`config.mk`:
```
export PLATFORM = sky130hd
export DESIGN_NAME = rc4_stream_cipher
export DESIGN_NICKNAME = d
export VERILOG_FILES = /design/src/hdl/rc4_pkg.sv /design/src/hdl/rc4_stream_cipher.sv /design/src/hdl/rc4_ram.sv /design/src/hdl/rc4_datapath.sv /design/src/hdl/rc4_ctrl.sv
export SDC_FILE = /design/constraint.sdc
export NUM_CORES = 2
export LEC_CHECK = 0
export BUFFER_PORTS_ARGS = -buffer_cell sky130_fd_sc_hd__buf_4
export CAP_MARGIN = 20
export CORE_MARGIN = 5
export CORE_UTILIZATION = 30
export DETAILED_ROUTE_END_ITERATION = 8
export RECOVER_POWER = 100
export SLEW_MARGIN = 20
export SYNTH_ARGS = -nofsm -noshare
export SYNTH_HDL_FRONTEND = slang
export SYNTH_SLANG_ARGS = --single-unit
```
`constraint.sdc`:
```
create_clock -name clk -period 32.8 [get_ports clk]
set_input_delay 4.92 -clock clk [delete_from_list [all_inputs] [get_ports clk]]
set_output_delay 4.92 -clock clk [all_outputs]
set_load 0.02 [all_outputs]
```
`src/hdl/rc4_pkg.sv`:
```
// shared types, constants and command encodings for the rc4 stream cipher
// no dependencies
`timescale 1ns / 1ps

package rc4_pkg;

    localparam int BYTE_W        = 8;
    localparam int PERM_DEPTH    = 256;
    localparam int PERM_AW       = $clog2(PERM_DEPTH);
    localparam int MAX_KEY_BYTES = 32;
    localparam int KEY_LEN_W     = 6;
    localparam int KEY_WORD_W    = 64;
    localparam int KEY_WORDS     = 4;
    localparam int CFG_IDX_W     = 3;

    // configuration register indexes
    typedef enum logic [CFG_IDX_W-1:0] {
        CFG_KEY_LENGTH = 3'd0,
        CFG_KEY_WORD_0 = 3'd1,
        CFG_KEY_WORD_1 = 3'd2,
        CFG_KEY_WORD_2 = 3'd3,
        CFG_KEY_WORD_3 = 3'd4
    } cfg_index_t;

    // item function codes
    typedef enum logic {
        FUNC_KEY    = 1'b0,
        FUNC_CIPHER = 1'b1
    } func_t;

    // controller states
    typedef enum logic [3:0] {
        ST_RST_FILL,
        ST_IDLE,
        ST_KS_FILL,
        ST_KS_RD_K,
        ST_KS_RD_J,
        ST_KS_WR_K,
        ST_KS_WR_J,
        ST_PR_RD_I,
        ST_PR_RD_J,
        ST_PR_WR_I,
        ST_PR_WR_J
    } state_t;

    typedef enum logic [2:0] {
        RA_CNT,
        RA_INEXT,
        RA_JKS,
        RA_JPR,
        RA_T,
        RA_TREG
    } raddr_sel_t;

    typedef enum logic [1:0] {
        WA_CNT,
        WA_I,
        WA_J
    } waddr_sel_t;

    typedef enum logic [1:0] {
        WD_CNT,
        WD_RDATA,
        WD_SI
    } wdata_sel_t;

    // commands from controller to datapath
    typedef struct packed {
        logic       mem_we;
        waddr_sel_t waddr_sel;
        wdata_sel_t wdata_sel;
        raddr_sel_t raddr_sel;
        logic       cnt_clr;
        logic       cnt_inc;
        logic       kidx_clr;
        logic       kidx_adv;
        logic       i_inc;
        logic       idx_clr;
        logic       j_ks_upd;
        logic       j_pr_upd;
        logic       si_load;
        logic       sj_load;
        logic       t_load;
        logic       in_load;
        logic       out_load;
    } rc4_cmd_t;

    // status from datapath to controller
    typedef struct packed {
        logic cnt_last;
    } rc4_status_t;

endpackage

```
`src/hdl/rc4_stream_cipher.sv`:
```
// rc4 stream cipher top level: controller, datapath and permutation ram
// depends on rc4_pkg, rc4_ctrl, rc4_datapath, rc4_ram
//
//   channel  | handshake             | payload
//   ---------+-----------------------+------------------------------------
//   input    | in_valid / in_ready   | func, data_in
//   output   | out_valid / out_ready | data_out
//   config   | cfg_we (no wait)      | cfg_index, cfg_data
//
// after reset a pass fills the table with identity; no item is taken meanwhile
// cipher item: reads s[i+1] and s[j], writes the swap back and registers the result;
// no new item is taken before this one is done; the ram has one read and one write port
// key schedule item: identity fill, then one swap per table entry, gives no result
// a result that is not taken holds the block in its last cipher step
`timescale 1ns / 1ps

module rc4_stream_cipher #(
    parameter int MAX_KEY_BYTES = rc4_pkg::MAX_KEY_BYTES
) (
    input  logic                           clk,
    input  logic                           rst_n,
    input  logic                           in_valid,
    output logic                           in_ready,
    input  logic                           func,
    input  logic [rc4_pkg::BYTE_W-1:0]     data_in,
    output logic                           out_valid,
    input  logic                           out_ready,
    output logic [rc4_pkg::BYTE_W-1:0]     data_out,
    input  logic                           cfg_we,
    input  logic [rc4_pkg::CFG_IDX_W-1:0]  cfg_index,
    input  logic [rc4_pkg::KEY_WORD_W-1:0] cfg_data
);

    rc4_pkg::rc4_cmd_t    cmd;
    rc4_pkg::rc4_status_t status;

    // sequencer
    rc4_ctrl u_ctrl (
        .clk       (clk),
        .rst_n     (rst_n),
        .in_valid  (in_valid),
        .in_ready  (in_ready),
        .func      (func),
        .out_valid (out_valid),
        .out_ready (out_ready),
        .status    (status),
        .cmd       (cmd)
    );

    // key registers, indices and table
    rc4_datapath #(
        .MAX_KEY_BYTES (MAX_KEY_BYTES)
    ) u_dp (
        .clk       (clk),
        .rst_n     (rst_n),
        .cfg_we    (cfg_we),
        .cfg_index (cfg_index),
        .cfg_data  (cfg_data),
        .data_in   (data_in),
        .cmd       (cmd),
        .status    (status),
        .data_out  (data_out)
    );

endmodule

```
`src/hdl/rc4_ram.sv`:
```
// generic single-write, single-read ram with registered read data
// depends on rc4_pkg for default sizes
`timescale 1ns / 1ps

module rc4_ram #(
    parameter int WIDTH = rc4_pkg::BYTE_W,
    parameter int DEPTH = rc4_pkg::PERM_DEPTH
) (
    input  logic                     clk,
    input  logic                     we,
    input  logic [$clog2(DEPTH)-1:0] waddr,
    input  logic [WIDTH-1:0]         wdata,
    input  logic [$clog2(DEPTH)-1:0] raddr,
    output logic [WIDTH-1:0]         rdata
);

    logic [WIDTH-1:0] mem [DEPTH];

    // write port and registered read port, read returns old data on collision
    always_ff @(posedge clk)
    begin
        if (we)
        begin
            mem[waddr] <= wdata;
        end
        rdata <= mem[raddr];
    end

endmodule

```
`src/hdl/rc4_datapath.sv`:
```
// rc4 datapath: key registers, indices, swap holding registers, permutation ram
// depends on rc4_pkg and rc4_ram
`timescale 1ns / 1ps

module rc4_datapath #(
    parameter int MAX_KEY_BYTES = rc4_pkg::MAX_KEY_BYTES
) (
    input  logic                                clk,
    input  logic                                rst_n,
    input  logic                                cfg_we,
    input  logic [rc4_pkg::CFG_IDX_W-1:0]       cfg_index,
    input  logic [rc4_pkg::KEY_WORD_W-1:0]      cfg_data,
    input  logic [rc4_pkg::BYTE_W-1:0]          data_in,
    input  rc4_pkg::rc4_cmd_t                   cmd,
    output rc4_pkg::rc4_status_t                status,
    output logic [rc4_pkg::BYTE_W-1:0]          data_out
);

    localparam int KIDX_W = (MAX_KEY_BYTES > 1) ? $clog2(MAX_KEY_BYTES) : 1;
    localparam logic [rc4_pkg::KEY_LEN_W-1:0] MAX_LEN = rc4_pkg::KEY_LEN_W'(MAX_KEY_BYTES);
    localparam int AW = rc4_pkg::PERM_AW;
    localparam int BW = rc4_pkg::BYTE_W;

    logic [rc4_pkg::KEY_LEN_W-1:0]  key_len_reg;
    logic [rc4_pkg::KEY_WORD_W-1:0] key_word_reg [rc4_pkg::KEY_WORDS];
    logic [KIDX_W-1:0]              kidx_reg;
    logic [KIDX_W-1:0]              kidx_next;
    logic [AW-1:0]                  cnt_reg;
    logic [AW-1:0]                  i_reg;
    logic [AW-1:0]                  j_reg;
    logic [BW-1:0]                  si_reg;
    logic [BW-1:0]                  sj_reg;
    logic [AW-1:0]                  t_reg;
    logic [BW-1:0]                  data_reg;
    logic [BW-1:0]                  data_out_reg;

    logic [rc4_pkg::KEY_LEN_W-1:0]  eff_len;
    logic [4:0]                     key_sel;
    logic [rc4_pkg::KEY_WORD_W-1:0] key_word_sel;
    logic [BW-1:0]                  key_byte;
    logic [BW-1:0]                  rdata;
    logic [AW-1:0]                  raddr;
    logic [AW-1:0]                  waddr;
    logic [BW-1:0]                  wdata;
    logic [AW-1:0]                  j_ks;
    logic [AW-1:0]                  j_pr;
    logic [AW-1:0]                  t_comb;
    logic [BW-1:0]                  ks_byte;

    // configuration registers
    always_ff @(posedge clk or negedge rst_n)
    begin
        if (!rst_n)
        begin
            key_len_reg <= rc4_pkg::KEY_LEN_W'(5);
            for (int w = 0; w < rc4_pkg::KEY_WORDS; w++)
            begin
                key_word_reg[w] <= '0;
            end
        end
        else if (cfg_we)
        begin
            unique case (rc4_pkg::cfg_index_t'(cfg_index))
                rc4_pkg::CFG_KEY_LENGTH: key_len_reg     <= cfg_data[rc4_pkg::KEY_LEN_W-1:0];
                rc4_pkg::CFG_KEY_WORD_0: key_word_reg[0] <= cfg_data;
                rc4_pkg::CFG_KEY_WORD_1: key_word_reg[1] <= cfg_data;
                rc4_pkg::CFG_KEY_WORD_2: key_word_reg[2] <= cfg_data;
                rc4_pkg::CFG_KEY_WORD_3: key_word_reg[3] <= cfg_data;
                default: ;
            endcase
        end
    end

    // effective key length: zero acts as one, clipped at the maximum
    always_comb
    begin
        if (key_len_reg == '0)
            eff_len = rc4_pkg::KEY_LEN_W'(1);
        else if (key_len_reg > MAX_LEN)
            eff_len = MAX_LEN;
        else
            eff_len = key_len_reg;
    end

    // key byte selection
    assign key_sel      = 5'(kidx_reg);
    assign key_word_sel = key_word_reg[key_sel[4:3]];
    assign key_byte     = key_word_sel[{key_sel[2:0], 3'b000} +: BW];

    // cyclic key index
    always_comb
    begin
        if ((rc4_pkg::KEY_LEN_W'(kidx_reg) + rc4_pkg::KEY_LEN_W'(1)) >= eff_len)
            kidx_next = '0;
        else
            kidx_next = kidx_reg + KIDX_W'(1);
    end

    // index arithmetic
    assign j_ks   = j_reg + rdata + key_byte;
    assign j_pr   = j_reg + rdata;
    assign t_comb = si_reg + rdata;

    // read address select
    always_comb
    begin
        case (cmd.raddr_sel)
            rc4_pkg::RA_CNT:   raddr = cnt_reg;
            rc4_pkg::RA_INEXT: raddr = i_reg + AW'(1);
            rc4_pkg::RA_JKS:   raddr = j_ks;
            rc4_pkg::RA_JPR:   raddr = j_pr;
            rc4_pkg::RA_T:     raddr = t_comb;
            rc4_pkg::RA_TREG:  raddr = t_reg;
            default:           raddr = cnt_reg;
        endcase
    end

    // write address and data select
    always_comb
    begin
        case (cmd.waddr_sel)
            rc4_pkg::WA_CNT: waddr = cnt_reg;
            rc4_pkg::WA_I:   waddr = i_reg;
            rc4_pkg::WA_J:   waddr = j_reg;
            default:         waddr = cnt_reg;
        endcase
        case (cmd.wdata_sel)
            rc4_pkg::WD_CNT:   wdata = cnt_reg;
            rc4_pkg::WD_RDATA: wdata = rdata;
            rc4_pkg::WD_SI:    wdata = si_reg;
            default:           wdata = cnt_reg;
        endcase
    end

    // keystream byte with forwarding of the swap that is still in flight
    always_comb
    begin
        if (t_reg == j_reg)
            ks_byte = si_reg;
        else if (t_reg == i_reg)
            ks_byte = sj_reg;
        else
            ks_byte = rdata;
    end

    // index and counter registers
    always_ff @(posedge clk or negedge rst_n)
    begin
        if (!rst_n)
        begin
            cnt_reg  <= '0;
            i_reg    <= '0;
            j_reg    <= '0;
            kidx_reg <= '0;
        end
        else
        begin
            if (cmd.cnt_clr)
                cnt_reg <= '0;
            else if (cmd.cnt_inc)
                cnt_reg <= cnt_reg + AW'(1);

            if (cmd.idx_clr)
            begin
                i_reg <= '0;
                j_reg <= '0;
            end
            else
            begin
                if (cmd.i_inc)
                    i_reg <= i_reg + AW'(1);
                if (cmd.j_ks_upd)
                    j_reg <= j_ks;
                else if (cmd.j_pr_upd)
                    j_reg <= j_pr;
            end

            if (cmd.kidx_clr)
                kidx_reg <= '0;
            else if (cmd.kidx_adv)
                kidx_reg <= kidx_next;
        end
    end

    // payload holding registers
    always_ff @(posedge clk)
    begin
        if (cmd.si_load)
            si_reg <= rdata;
        if (cmd.sj_load)
            sj_reg <= rdata;
        if (cmd.t_load)
            t_reg <= t_comb;
        if (cmd.in_load)
            data_reg <= data_in;
        if (cmd.out_load)
            data_out_reg <= data_reg ^ ks_byte;
    end

    // permutation table
    rc4_ram #(
        .WIDTH (BW),
        .DEPTH (rc4_pkg::PERM_DEPTH)
    ) u_perm (
        .clk   (clk),
        .we    (cmd.mem_we),
        .waddr (waddr),
        .wdata (wdata),
        .raddr (raddr),
        .rdata (rdata)
    );

    assign status.cnt_last = (cnt_reg == {AW{1'b1}});
    assign data_out        = data_out_reg;

endmodule

```
`src/hdl/rc4_ctrl.sv`:
```
// rc4 controller: sequences table fill, key schedule and cipher steps
// depends on rc4_pkg
`timescale 1ns / 1ps

module rc4_ctrl (
    input  logic                 clk,
    input  logic                 rst_n,
    input  logic                 in_valid,
    output logic                 in_ready,
    input  logic                 func,
    output logic                 out_valid,
    input  logic                 out_ready,
    input  rc4_pkg::rc4_status_t status,
    output rc4_pkg::rc4_cmd_t    cmd
);

    rc4_pkg::state_t state_reg;
    rc4_pkg::state_t state_next;
    logic            out_valid_reg;
    logic            slot_free;

    assign slot_free = !out_valid_reg || out_ready;

    // state register and output valid flag
    always_ff @(posedge clk or negedge rst_n)
    begin
        if (!rst_n)
        begin
            state_reg     <= rc4_pkg::ST_RST_FILL;
            out_valid_reg <= 1'b0;
        end
        else
        begin
            state_reg <= state_next;
            if (cmd.out_load)
                out_valid_reg <= 1'b1;
            else if (out_ready)
                out_valid_reg <= 1'b0;
        end
    end

    // next state
    always_comb
    begin
        state_next = state_reg;
        unique case (state_reg)
            rc4_pkg::ST_RST_FILL:
            begin
                if (status.cnt_last)
                    state_next = rc4_pkg::ST_IDLE;
            end
            rc4_pkg::ST_IDLE:
            begin
                if (in_valid)
                begin
                    if (rc4_pkg::func_t'(func) == rc4_pkg::FUNC_KEY)
                        state_next = rc4_pkg::ST_KS_FILL;
                    else
                        state_next = rc4_pkg::ST_PR_RD_I;
                end
            end
            rc4_pkg::ST_KS_FILL:
            begin
                if (status.cnt_last)
                    state_next = rc4_pkg::ST_KS_RD_K;
            end
            rc4_pkg::ST_KS_RD_K: state_next = rc4_pkg::ST_KS_RD_J;
            rc4_pkg::ST_KS_RD_J: state_next = rc4_pkg::ST_KS_WR_K;
            rc4_pkg::ST_KS_WR_K: state_next = rc4_pkg::ST_KS_WR_J;
            rc4_pkg::ST_KS_WR_J:
            begin
                if (status.cnt_last)
                    state_next = rc4_pkg::ST_IDLE;
                else
                    state_next = rc4_pkg::ST_KS_RD_K;
            end
            rc4_pkg::ST_PR_RD_I: state_next = rc4_pkg::ST_PR_RD_J;
            rc4_pkg::ST_PR_RD_J: state_next = rc4_pkg::ST_PR_WR_I;
            rc4_pkg::ST_PR_WR_I: state_next = rc4_pkg::ST_PR_WR_J;
            rc4_pkg::ST_PR_WR_J:
            begin
                if (slot_free)
                    state_next = rc4_pkg::ST_IDLE;
            end
            default: state_next = rc4_pkg::ST_IDLE;
        endcase
    end

    // datapath commands
    always_comb
    begin
        cmd       = '0;
        in_ready  = 1'b0;
        unique case (state_reg) inside
            rc4_pkg::ST_RST_FILL, rc4_pkg::ST_KS_FILL:
            begin
                cmd.mem_we    = 1'b1;
                cmd.waddr_sel = rc4_pkg::WA_CNT;
                cmd.wdata_sel = rc4_pkg::WD_CNT;
                cmd.cnt_inc   = 1'b1;
            end
            rc4_pkg::ST_IDLE:
            begin
                in_ready = 1'b1;
                if (in_valid)
                begin
                    cmd.in_load = 1'b1;
                    if (rc4_pkg::func_t'(func) == rc4_pkg::FUNC_KEY)
                    begin
                        cmd.cnt_clr  = 1'b1;
                        cmd.kidx_clr = 1'b1;
                        cmd.idx_clr  = 1'b1;
                    end
                end
            end
            rc4_pkg::ST_KS_RD_K:
            begin
                cmd.raddr_sel = rc4_pkg::RA_CNT;
            end
            rc4_pkg::ST_KS_RD_J:
            begin
                cmd.raddr_sel = rc4_pkg::RA_JKS;
                cmd.j_ks_upd  = 1'b1;
                cmd.si_load   = 1'b1;
            end
            rc4_pkg::ST_KS_WR_K:
            begin
                cmd.mem_we    = 1'b1;
                cmd.waddr_sel = rc4_pkg::WA_CNT;
                cmd.wdata_sel = rc4_pkg::WD_RDATA;
            end
            rc4_pkg::ST_KS_WR_J:
            begin
                cmd.mem_we    = 1'b1;
                cmd.waddr_sel = rc4_pkg::WA_J;
                cmd.wdata_sel = rc4_pkg::WD_SI;
                cmd.cnt_inc   = 1'b1;
                cmd.kidx_adv  = 1'b1;
                cmd.idx_clr   = status.cnt_last;
            end
            rc4_pkg::ST_PR_RD_I:
            begin
                cmd.raddr_sel = rc4_pkg::RA_INEXT;
                cmd.i_inc     = 1'b1;
            end
            rc4_pkg::ST_PR_RD_J:
            begin
                cmd.raddr_sel = rc4_pkg::RA_JPR;
                cmd.j_pr_upd  = 1'b1;
                cmd.si_load   = 1'b1;
            end
            rc4_pkg::ST_PR_WR_I:
            begin
                cmd.mem_we    = 1'b1;
                cmd.waddr_sel = rc4_pkg::WA_I;
                cmd.wdata_sel = rc4_pkg::WD_RDATA;
                cmd.raddr_sel = rc4_pkg::RA_T;
                cmd.t_load    = 1'b1;
                cmd.sj_load   = 1'b1;
            end
            rc4_pkg::ST_PR_WR_J:
            begin
                cmd.mem_we    = 1'b1;
                cmd.waddr_sel = rc4_pkg::WA_J;
                cmd.wdata_sel = rc4_pkg::WD_SI;
                cmd.raddr_sel = rc4_pkg::RA_TREG;
                cmd.out_load  = slot_free;
            end
            default: ;
        endcase
    end

    assign out_valid = out_valid_reg;

endmodule

```
==> Word-level counts from Yosys, hierarchy flattened <==
Memory sizes are Yosys's and may differ from the RTL's. A register that Yosys moved wholly into a read port is not among the register bits.
Index checks and enable logic that the tools add are counted.
{ "classes": {"addsub": 7, "magnitude_cmp": 3, "n_eq_ne": 30, "n_shift": 1, "n_mux": 48, "bitwise_logic": 2, "reduce_logical": 20} }
{ "op_table": {"columns": ["op", "count"], "rows": [
  ["$bmux W64 S2", 1],
  ["$mux W64", 2],
  ["$mux W8", 9],
  ["$shiftx A64 B7 Y8", 1],
  ["$pmux W4 S11", 1],
  ["$pmux W8 S5", 1],
  ["$pmux W8 S2", 2],
  ["$add A8 B8 Y8", 3],
  ["$pmux W5 S4", 1],
  ["$mux W1", 17],
  ["$add A8 B1 Y8 const B", 2],
  ["$eq A4 B3 Y1 const B", 4],
  ["$eq A8 B8 Y1", 2],
  ["$mux W4", 4],
  ["$mux W5", 3],
  ["$pmux W3 S5", 1],
  ["$eq A3 B2 Y1 const B", 4],
  ["$eq A4 B4 Y1 const B", 3],
  ["$mux W6", 2],
  ["$reduce_and A2 Y1", 5],
  ["$eq A3 B3 Y1 const B", 3],
  ["$eq A4 B2 Y1 const B", 2],
  ["$eq A8 B8 Y1 const B", 1],
  ["$reduce_bool A2 Y1", 4],
  ["other kinds (25)", 33]
]} }
{ "word_totals": {"regBits": 336, "mem_bits_rw": 2048, "input_bits": 81, "output_inout_bits": 10, "wordCells": 128, "n_memories": 1} }
{ "mem_list": {"columns": ["memory", "words", "word_bits", "read_ports", "rd_ports_with_merged_regs", "write_ports", "line", "rtl"], "rows": [
  ["u_dp.u_perm.mem", 256, 8, 1, 1, 1, "rc4_ram.sv:17", "logic [WIDTH-1:0] mem [DEPTH];"]
]} }

==> Depth between registers and ports, before layout <==
{ "depth": {"ltp_word": 8, "depth_mapped": 25, "depth_no_buf": 19} }

==> By module <==
A second synthesis with hierarchy kept.
{ "unflattened": {"cells_unflattened": 5018, "hier_area_um2": 96692.7} }
{ "modules_own_cells": {"columns": ["mod", "instances", "cells_each", "area_per_inst_um2", "seq_area_each_um2"], "rows": [
  ["rc4_ram", 1, 3733, 79556.3, 61659.1],
  ["rc4_datapath", 1, 1220, 16663.5, 8485.6],
  ["rc4_ctrl", 1, 65, 473.0, 125.1]
]} }

==> Least setup slack after synthesis <==
Ideal clock, no wire load.
{ "synth_path": {"kind": "register to register", "startpoint": "register u_ctrl.state_reg[2]", "endpoint": "memory u_dp.u_perm.mem[0][5] (netlist bit) (data pin)", "setup_ns": 2.187, "t_arrival_ns": 12.530, "required_time_ns": 30.613, "slack_ns": 18.082, "path_stages_with_launch": 14, "path_buffers": 5, "period_less_slack_ns": 14.718, "cell_sequence": "dfrtp_1 -> buf_6 -> clkbuf_1 -> clkbuf_1 -> nand2b_1 -> a21oi_1 -> inv_1 -> ha_1 -> o21ai_0 -> clkbuf_1 -> nand2_1 -> ha_1 -> clkbuf_1 -> o21ai_0"} }
{ "synth_via": {"elab_chain_cells": 5, "word_cells_on_any_way": 12, "cone_classes": "7 x eq/ne; 2 x mux; 3 x reduce/logical"} }
{ "synth_rtl": {"columns": ["element", "line", "rtl"], "rows": [
  ["from (decl)", "rc4_ctrl.sv:17", "rc4_pkg::state_t state_reg;"],
  ["from (signal assigned)", "rc4_ctrl.sv:29", "state_reg <= rc4_pkg::ST_RST_FILL;"],
  ["from (signal assigned)", "rc4_ctrl.sv:34", "state_reg <= state_next;"],
  ["$eq A4 B4 Y1 (no line), or another cell as far along", null, null],
  ["$reduce_or A2 Y1 (on tied branches)", null, null],
  ["$pmux W5 S4 (*)", "rc4_ctrl.sv:94", "unique case (state_reg) inside"],
  ["$eq A2 B2 Y1 or $eq A2 B1 Y1 (tied branches)", "rc4_datapath.sv:127", "case (cmd.wdata_sel)"],
  ["$pmux W8 S2 (*)", "rc4_datapath.sv:127", null],
  ["net u_dp.u_perm.wdata[5]", "rc4_ram.sv:12", "input logic [WIDTH-1:0] wdata,"],
  ["to (decl)", "rc4_ram.sv:17", null]
]} }
The timed path passes the listed nets; every way through them passes the cells marked *.

==> Final worst setup path <==
{ "layout_path": {"startpoint": "register u_dp.kidx_reg[4], in the netlist u_dp.key_sel[4]", "endpoint": "register u_dp.u_perm.rdata[1] (read register of u_dp.u_perm.mem)"} }
{ "layout_via": {"elab_chain_cells": 7} }
{ "layout_rtl": {"columns": ["element", "line", "rtl"], "rows": [
  ["from (decl)", "rc4_datapath.sv:26", "logic [KIDX_W-1:0] kidx_reg;"],
  ["from (signal assigned)", "rc4_datapath.sv:181", "kidx_reg <= kidx_next;"],
  ["$not A2 Y3 (implied by the code)", "rc4_datapath.sv:87", "assign key_word_sel = key_word_reg[key_sel[4:3]];"],
  ["$bmux W64 S2", "rc4_datapath.sv:87", null],
  ["$mux W64 (implied by the code) (2 in series)", "rc4_datapath.sv:87", null],
  ["$shiftx A64 B7 Y8", "rc4_datapath.sv:88", "assign key_byte = key_word_sel[{key_sel[2:0], 3'b000} +: BW];"],
  ["$add A8 B8 Y8", "rc4_datapath.sv:100", "assign j_ks = j_reg + rdata + key_byte;"],
  ["$pmux W8 S5", "rc4_datapath.sv:107", "case (cmd.raddr_sel)"],
  ["to (decl)", "rc4_ram.sv:14", "output logic [WIDTH-1:0] rdata"]
]} }
No other way between the ends. The select of a mux whose other input is x is not followed.
A chain may end at the register's enable or synchronous reset.

==> results.md <==
| Group | Result | Value |
|:---|:---|:---|
| drt | Total Wirelength | 297000 um |
| setup path | Endpoint kind of the worst setup timing path | flip-flop |
| place | Quantity of I/O buffers inserted on ports | 90 |
| logic synthesis | Adder-cell share of the synthesized area | 0.00505 |
| setup path | Critical-path cell with the highest stage delay | clkbuf_1 |
| logic synthesis | Largest family of logic cells by synthesized area | simple AND/OR/NAND/NOR gates |
| clocking | Buffer count from post-CTS setup fixing | 0 |
| drt | Remaining number of nets flagged by the antenna check after routing | 0 |
| place | Area post-placement | 104000 um2 |
| grt | Antenna violations before repair | 13 |
| logic synthesis | Share of synthesized registers carrying an async set or reset | 0.124 |
| setup path | Data arrival at the endpoint of the critical path | 20460 ps |
| setup path | Type of the worst setup path | reg2reg |
| setup path | Critical-path cell list | buf_4 -> mux4_2 -> mux4_2 -> nand2_1 -> nand2_1 -> ha_1 -> nor4b_1 -> a211oi_1 -> o32a_1 -> clkbuf_1 -> clkbuf_1 -> clkbuf_1 -> clkbuf_1 -> a32oi_1 -> o22ai_1 -> nor3_1 -> nor4_1 -> a22oi_1 -> o21a_1 |
| logic synthesis | Number of flops mapped to enable cells by yosys | 2088 |
| place | Worst setup timing slack at the placement stage | 23160 ps |
| drt | Post-DR wirelength/cell | 26.3 um |
| final layout | Flip-flop count of the largest register, all copies and words added | 2048 |
| min path | Type of the tightest min-delay check | reg2reg |
| clocking | Master cell of the clock root buffer | clkbuf_16 |
| clocking | Number of buffers created by CTS | 242 |
| grt | Via count of the first global-routing pass | 58900 |
| logic synthesis | Portion of the post-synthesis area used by sequential elements | 0.712 |
| final layout | Nets | 6859 |
| setup path | Buffering stage count on the worst path with inverters included | 5 |
| floorplanning | Initial Util | 0.301 |
| clocking | Number of hold buffers added after CTS | 0 |
| final layout | Fraction of final layout cells with drive strength greater than 1 | 0.141 |
| floorplanning | Die area | 340000 um2 |
| logic synthesis | Dominant cell type by area after synthesis | edfxtp_1 |
| clocking | Max H-tree Level | 4 |
| final layout | Area Growth Syn to Fin | 12.4% |
| status | Failing checks | max-capacitance violations, max-slew violations |
| floorplanning | # rows | 210 |
| floorplanning | Boundary Pins | 91 |
| logic synthesis | Cell types with the largest area share after synthesis | edfxtp_1 (64%), dfrtp_1 (7.5%), nand2_1 (4.8%) |
| logic synthesis | Synth cell types | 100 |
| timing | Final Hold Violating Endpoints | 0 |
| place | Global placement routability congestion | 0.890 |
| clocking | Clk sink count | 2392 |
| flow run | Max-cap violations | 44 |
| logic synthesis | Count of state elements after synthesis | 2392 |
| logic synthesis | Area of the mapped netlist | 98700 um2 |
| logic synthesis | Net count after synthesis | 6850 |
| floorplanning | Area inside the core boundary | 327000 um2 |
| logic synthesis | Yosys synthesis warning count | 0 |
| logic synthesis | Post-synthesis area per instance | 14.7 um2 |
| timing | Worst slew margin relative to its limit | -5.73 |
| timing | Final worst setup slack | 13170 ps |
| timing | Final worst path period need | 19630 ps |
| setup path | Crit path top cell by count | clkbuf_1 |
| logic synthesis | Mux share of post-synthesis cell area | 0.0876 |
| setup path | Maximum fanout along the worst path | 82 |
| clocking | CTS clk-pin slew, worst paths | 70 ps |
| grt | Total global-route track usage | 0.168 |
| setup path | Worst endpoint required time | 33630 ps |
| timing | Achievable clock frequency | 50.9 MHz |
| logic synthesis | Fraction of the mapped netlist area in compound gates | 0.0733 |
| place | Post-Place Cells | 10800 |
| final layout | Layout Cells excl Fill | 11300 |
| timing | Setup repair after global routing missed its margin | no |
| grt | Aggregate global routing overflow | 0 |
| timing | Final clock period utilization by the worst path | 0.598 |
| logic synthesis | Simple logic cell fraction of the synthesized area | 0.0892 |
| setup path | Cell type group with the largest total delay on the critical path | buffers and inverters |
| timing | Maximum clock skew at final layout | 97.4 ps |
| logic synthesis | Area share of the leading cell type in the synthesized netlist | 0.636 |
| logic synthesis | Fraction of synthesized cell area in xor and xnor cells | 0.00550 |
| clocking | Bufs on Longest Clock Path | 4 |
| setup path | Worst setup SP type | flip-flop |
| drt | Drt via density | 5.37 |
| place | Detailed-placement wirelength estimate | 178000 um |
| timing | Post-route setup TNS | 0 ps |
| setup path | Delay of the slowest cell on the worst path | 3290 ps |
| floorplanning | Vertical die dimension | 583 um |
| grt | Maximum number of pins on one net before global-route repair | 233 |
| timing | Final Setup Violations | 0 |
| clocking | PostCTS Resize Cnt | 0 |
| final layout | Post-route cell area | 111000 um2 |
| floorplanning | Chip width | 583 um |
| clocking | Worst-skew pair later-pin latency | 930 ps |
| status | Outcome | finished, violations left |
| clocking | TritonCTS clock tree | done |
| drt | Number of iterations in the first detailed-routing pass | 6 |
| drt | Starting DRT DRC Count | 7194 |
| drt | Count of unresolved DRC violations after routing | 0 |
| grt | First-pass GRT wire length | 427000 um |
| logic synthesis | Post-synthesis cell count | 6731 |
| timing | Count of final max-slew check failures | 3086 |
| timing | Worst Max-Slew Pin Slew | 10100 ps |
| drt | DR vias | 60600 |
| logic synthesis | Most used DFF post-synth | edfxtp_1 |
## logic make-up (layout without fill, tap and decap cells)
group                    count (synthesis)  in the layout
flip-flops                            2392           2392
XOR/XNOR                                62             62
multiplexers                           594            594
adder cells (fa/ha/maj)                 38             38
buffers and inverters                  475            673
other                                    0              4
AND/OR/NAND/NOR                       2092           2092
AO/OA/AOI/OAI                         1078           1078
## synthesized netlist by cell type, drive strengths merged (142+ instances only)
library cell  number
a32oi            182
mux2i            142
nand2           1257
mux4             183
mux2             269
dfrtp            294
buf              298
edfxtp          2088
clkbuf           156
nor2             373
nand3            222
a21oi            375
## stage by stage
step,util,hold slack (ps)
after floorplan,-,474
after global placement,0.316,482
after detailed placement,0.317,488
after CTS,0.340,501
after global routing,0.339,510
final,0.339,499
## layer usage
metal / up-vias / wire length [um] / global-route usage
li1: 25700 / - / -
met1: 31000 / 116000 / 0.223
met2: 3194 / 138000 / 0.266
met3: 702 / 27800 / 0.0365
met4: 4 / 15300 / 0.0722
met5: - / 27 / 0
## final timing paths
kind / slack (ps) / startpoint / cells past startpoint / end
worst max-delay path: 13170 / u_dp.key_sel[4] / 19 / u_dp.u_perm.rdata[1]
worst min-delay path: 500 / u_dp.key_word_reg[120] / 1 / u_dp.key_word_reg[120]
worst max register to register: 13170 / u_dp.key_sel[4] / 19 / u_dp.u_perm.rdata[1]
worst min register to register: 500 / u_dp.key_word_reg[120] / 1 / u_dp.key_word_reg[120]
max in group asynchronous: 21780 / rst_n / 2 / u_dp.key_word_reg[245]
min in group asynchronous: 5220 / rst_n / 1 / u_dp.key_word_reg[238]
## cells in the final DEF (no fill, tap or decap), drive strengths merged, types with 31 or more instances in the layout
| master | count |
|---|---|
| clkbuf | 364 |
| dfrtp | 294 |
| edfxtp | 2088 |
| mux4 | 183 |
| clkinv | 105 |
| nor2 | 373 |
| mux2i | 142 |
| ha | 35 |
| a32oi | 182 |
| nand3 | 222 |
| nor3 | 44 |
| a31oi | 73 |
| nand4 | 31 |
| mux2 | 269 |
| o22ai | 77 |
| a21oi | 375 |
| buf | 149 |
| a211oi | 41 |
| xnor2 | 36 |
| and3 | 62 |
| o21ai | 79 |
| a221oi | 56 |
| nand2 | 1257 |
| a22oi | 68 |
## worst register-to-register path, delay by kind of cell (launching register included)
family / cells / cell delay (ps)
flops: 1 / 1680
compound gates: 6 / 3940
fa+ha+maj: 1 / 310
simple gates: 5 / 1090
buf+inv: 5 / 11660
mux: 2 / 900
## layout make-up
| cell class | count | area, um2 |
|---|---|---|
| diodes | 4 | 10.0 |
| clock buffers | 295 | 6380 |
| clock inverters | 138 | 1230 |
| fillers | 31500 | 217000 |
| inverters | 21 | 78.8 |
| multi-input cells | 3864 | 25900 |
| flip-flops and latches | 2392 | 70300 |
| well taps | 4346 | 5440 |
| repair buffers | 219 | 1500 |
Power is left out: the tool's default activity adds up to more than one toggle a clock period on the data nets, which glitch-free logic cannot reach.
